$ cat src/design/catan_pkg.sv
// ----------------------------------------------------------------------------
// CORDIC atan2 package
// Widths, sector codes and the arctangent constant table.
// ----------------------------------------------------------------------------
package catan_pkg;

   localparam int WIDTH   = 16;               // coordinate and angle width
   localparam int GUARD   = 6;                // guard bits on the x/y datapath
   localparam int DP_W    = WIDTH + GUARD + 2;
   localparam int Z_W     = WIDTH + GUARD + 1; // angle accumulator, 21 fraction bits
   localparam int LATENCY = WIDTH + 2;        // sector stage, iterations, rounding

   localparam logic [Z_W-1:0] ROUND_BIAS = Z_W'(1) << (GUARD - 1);

   localparam logic [1:0] QUAD_0 = 2'd0;
   localparam logic [1:0] QUAD_1 = 2'd1;
   localparam logic [1:0] QUAD_2 = 2'd2;
   localparam logic [1:0] QUAD_3 = 2'd3;

   // atan(2^-i)/pi, rounded to nearest at 2^-21
   function automatic logic [Z_W-1:0] atan_const(input int idx);
      logic [Z_W-1:0] c;
      case (idx)
         1:       c = Z_W'(309505);
         2:       c = Z_W'(163534);
         3:       c = Z_W'(83012);
         4:       c = Z_W'(41667);
         5:       c = Z_W'(20854);
         6:       c = Z_W'(10430);
         7:       c = Z_W'(5215);
         8:       c = Z_W'(2608);
         9:       c = Z_W'(1304);
         10:      c = Z_W'(652);
         11:      c = Z_W'(326);
         12:      c = Z_W'(163);
         13:      c = Z_W'(81);
         14:      c = Z_W'(41);
         15:      c = Z_W'(20);
         16:      c = Z_W'(10);
         default: c = '0;
      endcase
      return c;
   endfunction

endpackage

$ cat src/design/cordic_atan2_fixed_top.sv
// ----------------------------------------------------------------------------
// CORDIC atan2, fixed point
// Fully pipelined vectoring CORDIC returning atan2(y,x)/pi in Q1.15.
// ----------------------------------------------------------------------------
// A coordinate word is taken at every clock edge where start is high and busy
// is low; busy is high only while reset is held, so one word per cycle is
// sustained. Each word's angle appears on rsp_angle with rsp_strobe high for
// one cycle, after one sector stage, sixteen CORDIC stages (one micro-rotation
// each) and one rounding stage. The result is not held - the receiver must
// take it in that cycle. Angle is signed, LSB 2^-15 of pi, wrapping so that
// pi reads as -1; (0,0) gives 0.
// ----------------------------------------------------------------------------
module cordic_atan2_fixed_top (
   input  logic                                clock,
   input  logic                                reset,
   input  logic                                start,
   output logic                                busy,
   input  logic signed [catan_pkg::WIDTH-1:0]  req_x_in,
   input  logic signed [catan_pkg::WIDTH-1:0]  req_y_in,
   output logic                                rsp_strobe,
   output logic signed [catan_pkg::WIDTH-1:0]  rsp_angle
);

   localparam int W  = catan_pkg::WIDTH;
   localparam int G  = catan_pkg::GUARD;
   localparam int DW = catan_pkg::DP_W;
   localparam int ZW = catan_pkg::Z_W;

   // ------------------------------------------------------------------------
   // Pipeline registers; index 0 is the sector stage, index i holds the
   // vector after micro-rotation i.
   // ------------------------------------------------------------------------
   logic signed [DW-1:0] cx_ff   [0:W];
   logic signed [DW-1:0] cy_ff   [0:W];
   logic signed [ZW-1:0] z_ff    [0:W];
   logic [1:0]           quad_ff [0:W];
   logic                 zero_ff [0:W];
   logic                 vld_ff  [0:W];

   logic                 rsp_strobe_ff;
   logic [W-1:0]         rsp_angle_ff;

   // Never stalls; only held off during reset.
   assign busy = reset;

   // ------------------------------------------------------------------------
   // Sector choice and coarse quarter turn
   // ------------------------------------------------------------------------
   logic signed [W:0]    sum_xy;
   logic                 lt, nn;
   logic [1:0]           quad_in;
   logic signed [DW-1:0] px, py;
   logic signed [DW-1:0] cx0_in, cy0_in;
   logic                 zero_in;
   logic                 take;

   assign take    = start && !busy;
   assign sum_xy  = {req_x_in[W-1], req_x_in} + {req_y_in[W-1], req_y_in};
   assign lt      = req_x_in < req_y_in;
   assign nn      = !sum_xy[W];
   assign zero_in = (req_x_in == '0) && (req_y_in == '0);

   // coordinates padded with guard bits, sign extended by two
   assign px = {{2{req_x_in[W-1]}}, req_x_in, {G{1'b0}}};
   assign py = {{2{req_y_in[W-1]}}, req_y_in, {G{1'b0}}};

   always_comb begin
      if (!req_x_in[W-1] && !lt && nn) begin
         quad_in = catan_pkg::QUAD_0;
      end else if (!req_y_in[W-1] && lt && nn) begin
         quad_in = catan_pkg::QUAD_1;
      end else if (req_x_in[W-1] && lt && !nn) begin
         quad_in = catan_pkg::QUAD_2;
      end else begin
         quad_in = catan_pkg::QUAD_3;
      end
   end

   // negation as plain complement: one guard ulp low, matches the datapath
   always_comb begin
      case (quad_in)
         catan_pkg::QUAD_0: begin
            cx0_in = px;
            cy0_in = py;
         end
         catan_pkg::QUAD_1: begin
            cx0_in = py;
            cy0_in = ~px;
         end
         catan_pkg::QUAD_2: begin
            cx0_in = ~px;
            cy0_in = ~py;
         end
         default: begin        // fourth quadrant
            cx0_in = ~py;
            cy0_in = px;
         end
      endcase
   end

   always_ff @(posedge clock) begin
      if (reset) begin
         vld_ff[0] <= 1'b0;
      end else begin
         vld_ff[0] <= take;
      end
      cx_ff[0]   <= cx0_in;
      cy_ff[0]   <= cy0_in;
      z_ff[0]    <= '0;
      quad_ff[0] <= quad_in;
      zero_ff[0] <= zero_in;
   end

   // ------------------------------------------------------------------------
   // Vectoring stages: drive y towards zero, accumulate the angle in z.
   // Shifts are arithmetic (floor); one add/sub per coordinate per stage.
   // ------------------------------------------------------------------------
   for (genvar s = 1; s <= W; s++) begin : g_iter
      logic signed [DW-1:0] cx_in, cy_in;
      logic signed [ZW-1:0] z_in;
      logic signed [ZW-1:0] step;

      assign step = $signed(catan_pkg::atan_const(s));

      always_comb begin
         if (!cy_ff[s-1][DW-1]) begin
            // y non-negative: turn clockwise
            cx_in = cx_ff[s-1] + (cy_ff[s-1] >>> s);
            cy_in = cy_ff[s-1] - (cx_ff[s-1] >>> s);
            z_in  = z_ff[s-1] + step;
         end else begin
            cx_in = cx_ff[s-1] - (cy_ff[s-1] >>> s);
            cy_in = cy_ff[s-1] + (cx_ff[s-1] >>> s);
            z_in  = z_ff[s-1] - step;
         end
      end

      always_ff @(posedge clock) begin
         if (reset) begin
            vld_ff[s] <= 1'b0;
         end else begin
            vld_ff[s] <= vld_ff[s-1];
         end
         cx_ff[s]   <= cx_in;
         cy_ff[s]   <= cy_in;
         z_ff[s]    <= z_in;
         quad_ff[s] <= quad_ff[s-1];
         zero_ff[s] <= zero_ff[s-1];
      end
   end

   // ------------------------------------------------------------------------
   // Rounding: drop guard bits (nearest, ties up), add the quarter turn.
   // Sum wraps modulo 2^W; the origin gives 0.
   // ------------------------------------------------------------------------
   logic [ZW-1:0] z_rnd;
   logic [W-1:0]  angle_in;

   assign z_rnd = z_ff[W] + catan_pkg::ROUND_BIAS;

   always_comb begin
      if (zero_ff[W]) begin
         angle_in = '0;
      end else begin
         angle_in = {quad_ff[W], {(W-2){1'b0}}} + z_rnd[G +: W];
      end
   end

   always_ff @(posedge clock) begin
      if (reset) begin
         rsp_strobe_ff <= 1'b0;
      end else begin
         rsp_strobe_ff <= vld_ff[W];
      end
      rsp_angle_ff <= angle_in;
   end

   assign rsp_strobe = rsp_strobe_ff;
   assign rsp_angle  = $signed(rsp_angle_ff);

endmodule

$ cat config.mk
export PLATFORM = sky130hd
export DESIGN_NAME = cordic_atan2_fixed_top
export DESIGN_NICKNAME = d
export VERILOG_FILES = /design/src/design/catan_pkg.sv /design/src/design/cordic_atan2_fixed_top.sv
export SDC_FILE = /design/constraint.sdc
export NUM_CORES = 2
export LEC_CHECK = 0
export BUFFER_PORTS_ARGS = -buffer_cell sky130_fd_sc_hd__buf_2
export CORE_UTILIZATION = 55
export CTS_BUF_LIST = sky130_fd_sc_hd__clkbuf_16
export CTS_CLUSTER_SIZE = 24
export DETAILED_ROUTE_END_ITERATION = 6
export PLACE_DENSITY = 0.79
export SLEW_MARGIN = 20
export SYNTH_ARGS = -nofsm -noshare
export SYNTH_HDL_FRONTEND = slang
export SYNTH_SLANG_ARGS = --single-unit
$ cat constraint.sdc
create_clock -name clock -period 11.79 [get_ports clock]
set_input_delay 2.9475 -clock clock [delete_from_list [all_inputs] [get_ports clock]]
set_output_delay 2.9475 -clock clock [all_outputs]
set_load 0.02 [all_outputs]
# == Word level (Yosys, flattened, before mapping) ==
# Memories as Yosys holds them, arrays and structs flattened. A register that Yosys moved wholly into a read port is not among the register bits.
# Index checks and enable logic that the tools add are counted.
# classes
add_sub_neg,99
order_cmp,1
n_eq_ne,2
mux,73
bitwise,19
reduce_logical,16
# ops
cell,n
2-to-1 mux 24 bit,32
2-to-1 mux 23 bit,16
one-hot mux 24 bit (3 select lines),2
adder 24 x 10 -> 24 bit,2
adder 24 x 11 -> 24 bit,2
adder 24 x 12 -> 24 bit,2
adder 24 x 13 -> 24 bit,2
adder 24 x 14 -> 24 bit,2
adder 24 x 15 -> 24 bit,2
adder 24 x 16 -> 24 bit,2
adder 24 x 17 -> 24 bit,2
adder 24 x 18 -> 24 bit,2
adder 24 x 19 -> 24 bit,2
adder 24 x 20 -> 24 bit,2
adder 24 x 21 -> 24 bit,2
adder 24 x 22 -> 24 bit,2
adder 24 x 23 -> 24 bit,2
adder 24 x 8 -> 24 bit,2
adder 24 x 9 -> 24 bit,2
NOT 22 -> 24 bit,2
subtractor 24 x 10 -> 24 bit,2
subtractor 24 x 11 -> 24 bit,2
subtractor 24 x 12 -> 24 bit,2
subtractor 24 x 13 -> 24 bit,2
other kinds (57),118
# word_totals
register_bits,16
ramBits,1275
inputBits,35
output_inout_bits,18
word_cells,217
n_memories,6
# memory_table
name,words,word_bits,rd,rd_ports_with_merged_regs,wr,line_no,rtl
cx_ff,17,24,16,0,17,cordic_atan2_fixed_top.sv:33,logic signed [DW-1:0] cx_ff [0:W];
cy_ff,17,24,16,0,17,cordic_atan2_fixed_top.sv:34,logic signed [DW-1:0] cy_ff [0:W];
z_ff,17,23,17,0,17,cordic_atan2_fixed_top.sv:35,logic signed [ZW-1:0] z_ff [0:W];
quad_ff,17,2,17,0,17,cordic_atan2_fixed_top.sv:36,logic [1:0] quad_ff [0:W];
vld_ff,17,1,17,1,17,cordic_atan2_fixed_top.sv:38,logic vld_ff [0:W];
zero_ff,17,1,17,0,17,cordic_atan2_fixed_top.sv:37,logic zero_ff [0:W];

# == Logic depth before layout (Yosys ltp) ==
# depth
word_depth,8
depth_mapped,19
mapped_depth_nobuf,19

# == Worst setup path after synthesis ==
# Ideal clock, no wire load.
# synth_path
path_kind,input-to-output
start,input reset
end,output busy
arrival_time_ps,3081
required_ps,8843
path_slack_ps,5761
cell_stages,1
cell_sequence,buf_4
# synth_rtl
element,line_no,rtl
from (decl),cordic_atan2_fixed_top.sv:15,"input logic reset,"
to (decl),cordic_atan2_fixed_top.sv:17,"output logic busy,"
# No word-level cell between the ends.

# == Worst setup path after layout ==
# layout_path
start,input reset
end,output busy
# No word-level cell between the ends.

==> flow_summary.json <==
{
  "status": "finished, final reports clean",
  "post_cts_buffers": 0,
  "die_h_um": 370,
  "synth_edf_count": 0,
  "yosysUniqueCellTypes": 93,
  "cp_max_fo": 19,
  "coreArea_um2": 134000,
  "finalCriticalPeriod_ns": 6.41,
  "clock_sinks": 1083,
  "syn_nets": 9702,
  "first_pass_iters": 5,
  "port_buffers": 52,
  "wl_per_cell_um": 16.9,
  "wl_um": 179000,
  "worst_hold_slack_ns": 0.303,
  "drive_above_1_share": 0.0476,
  "drtIter0Drc": 3918,
  "rsz0062_at_grt": "false",
  "clock_skew_ns": 0.0388,
  "ys_seq_elements": 1083,
  "layout.nets": 9782,
  "grt_max_degree": 58,
  "synth.cell_area_um2": 74700,
  "cts-buffers-inserted": 116,
  "grt_overflow": 0,
  "crit_type": "in2out",
  "h-tree-depth": 3,
  "ys.flop_type": "dfxtp_1",
  "crit_family": "buffers and inverters",
  "antenna_left": 0,
  "cp_num_buf_inv": 2,
  "num_rows": 134,
  "place_area_um2": 76900,
  "dieArea_um2": 137000,
  "antenna_found_initial": 0,
  "synthCells": 8629,
  "slowest_stage": "buf_2",
  "top_level_ports": 53,
  "grt_use_total": 0.255,
  "path_clk_slew_ns": 0.06,
  "clockBufferDepth": 3,
  "maxCapViolations": 0,
  "vias": 61700,
  "slew_violations": 0,
  "hold_viol": 0,
  "cts-root-buf": "clkbuf_16",
  "synthArstFlopShare": 0,
  "dp_hpwl_um": 141000,
  "max_freq_ghz": 0.156,
  "hold_path.class": "reg2reg",
  "final_area_um2": 80900,
  "area_growth_pct": 8.41,
  "grt_pass1_wl_um": 293000,
  "synth.avg_cell_area_um2": 8.65,
  "critPathArrivalTime_ns": 3.47,
  "clk_latency_ns": 0.75,
  "cp_data_required_time_ns": 8.84,
  "cts_tree": "yes",
  "setup_viol": 0,
  "grt_pass1_vias": 59500,
  "vias_per_cell": 5.83,
  "crit_top_cell": "buf_2",
  "n_antenna_cell": 0,
  "fin_crit_sh": 0.544,
  "cts_hold_buf": 0,
  "setup_tns_ns": 0,
  "initial_core_util": 0.557,
  "ys_seq_area_frac": 0.290,
  "endpoint_kind": "primary output",
  "path_cells": "buf_2 -> buf_2",
  "slew_headroom": 0.278,
  "yosysWarningCount": 0,
  "die_w_um": 370,
  "cts.repair.resized": 0,
  "drc_errors": 0,
  "startpoint_type": "input port",
  "slowest_delay_ns": 0.29,
  "worst_pin_slew_ns": 1.07,
  "place_congestion": 0.930,
  "utilization": 0.603
}
-- placed cells by master (no fill, tap or decap), types with 24 or more instances in the layout --
cell	instances
a21o_1	310
a211o_1	25
a31oi_1	104
nor2_1	874
mux2i_1	42
o21ai_0	353
nand2b_1	107
ha_1	999
nand3_1	128
inv_1	397
a21boi_0	28
o211ai_1	44
xor2_1	424
or2_2	39
nand2_1	430
and2_1	54
a211oi_1	77
o31ai_1	45
clkbuf_16	116
nand4_1	46
or4_1	26
nor4_1	69
and3_1	88
or3_1	56
a21oi_1	815
buf_2	52
nor3_1	264
o21a_1	141
mux2_2	63
fa_1	37
clkinv_1	24
o21bai_1	102
nor2b_1	145
xnor2_1	746
dfxtp_1	1080
o41ai_1	31
-- through the flow --
stage	std cells	worst slack, ns
after floorplan	8629	5.76
after global placement	10400	4.70
after detailed placement	10400	4.78
after CTS	10600	5.37
after global routing	10600	5.32
final	10600	5.38
-- cell type report --
| cell class | instances | area, um2 |
|---|---|---|
| fill | 11600 | 53200 |
| clock inverter | 104 | 1150 |
| clock buffer | 116 | 2900 |
| multi-input combinational | 7050 | 51100 |
| timing repair buffer | 73 | 418 |
| sequential | 1083 | 21700 |
| inverter | 385 | 1450 |
| tap | 1768 | 2210 |
-- path summary, 6_finish.rpt --
| kind | end | slack, ns | cells after the start | startpoint |
|---|---|---|---|---|
| setup reg to reg | cy_ff[0][167] | 7.02 | 11 | cx_ff[0][126] |
| hold / removal | zero_ff[1][5] | 0.30 | 0 | zero_ff[1][4] |
| setup / recovery | busy | 5.38 | 2 | reset |
| hold reg to reg | zero_ff[1][5] | 0.30 | 0 | zero_ff[1][4] |
-- layer usage --
metal  routed length, um  global-route usage  share of wire  up-vias
met4                5860              0.0864          0.033        0
met3                8330              0.0318          0.047      312
met5                   0                   0              0        -
met2               83200               0.436           0.46     1425
li1                    -                   -              -    31100
met1               81700               0.330           0.46    28900
-- logic make-up after synthesis --
family | Yosys count | synth area share
adders and majority gates | 1038 | 0.178
buffers and inverters | 496 | 0.0250
AOI/OAI and AO/OA | 2312 | 0.198
DFF | 1083 | 0.290
xor gates and xnor gates | 1170 | 0.137
muxes | 106 | 0.0153
and+or+nand+nor | 2424 | 0.156
-- flip-flops by register name, indices dropped and copies added (netlist names) --
name	flops
rsp_angle	16
vld_ff	17
rsp_strobe	1
cx_ff	334
zero_ff	17
quad_ff	34
z_ff	313
cy_ff	351
-- cell usage after synthesis (16+ instances only) --
cell       count  area, um2
a21oi_1      815       4080
xnor2_1      746       6530
fa_1          37        741
nor3_1       265       1330
nand2_1      430       1610
inv_1        384       1440
a31o_2        18        158
ha_1        1001      12500
nand4_1       46        288
and3_1        88        551
nand3_1      128        641
nor4b_1       16        140
a2111oi_0     22        193
a211oi_1      77        578
a31oi_1      104        651
or2_2         39        244
dfxtp_1     1083      21700
nand2b_1     107        669
nor2b_1      145        907
xor2_1       424       3710
o41ai_1       31        272
o21ai_0      353       1770
and4_1        16        140
a211o_1       25        219
a21boi_0      28        210
nor4_1        70        438
or4_1         26        195
nor3b_1       17        128
o211ai_1      44        330
and2_1        54        338
clkbuf_1      93        349
a21o_1       310       2330
or3_1         56        350
a311oi_1      17        149
mux2_2        63        709
nor2_1       874       3280
a221oi_1      21        184
mux2i_1       42        420
nand3b_1      20        150
o31ai_1       45        338
o21a_1       141       1060
o21bai_1     102        766
Power is not shown: default switching activity piles up to over one toggle a cycle in this logic, so the estimate is an artifact.
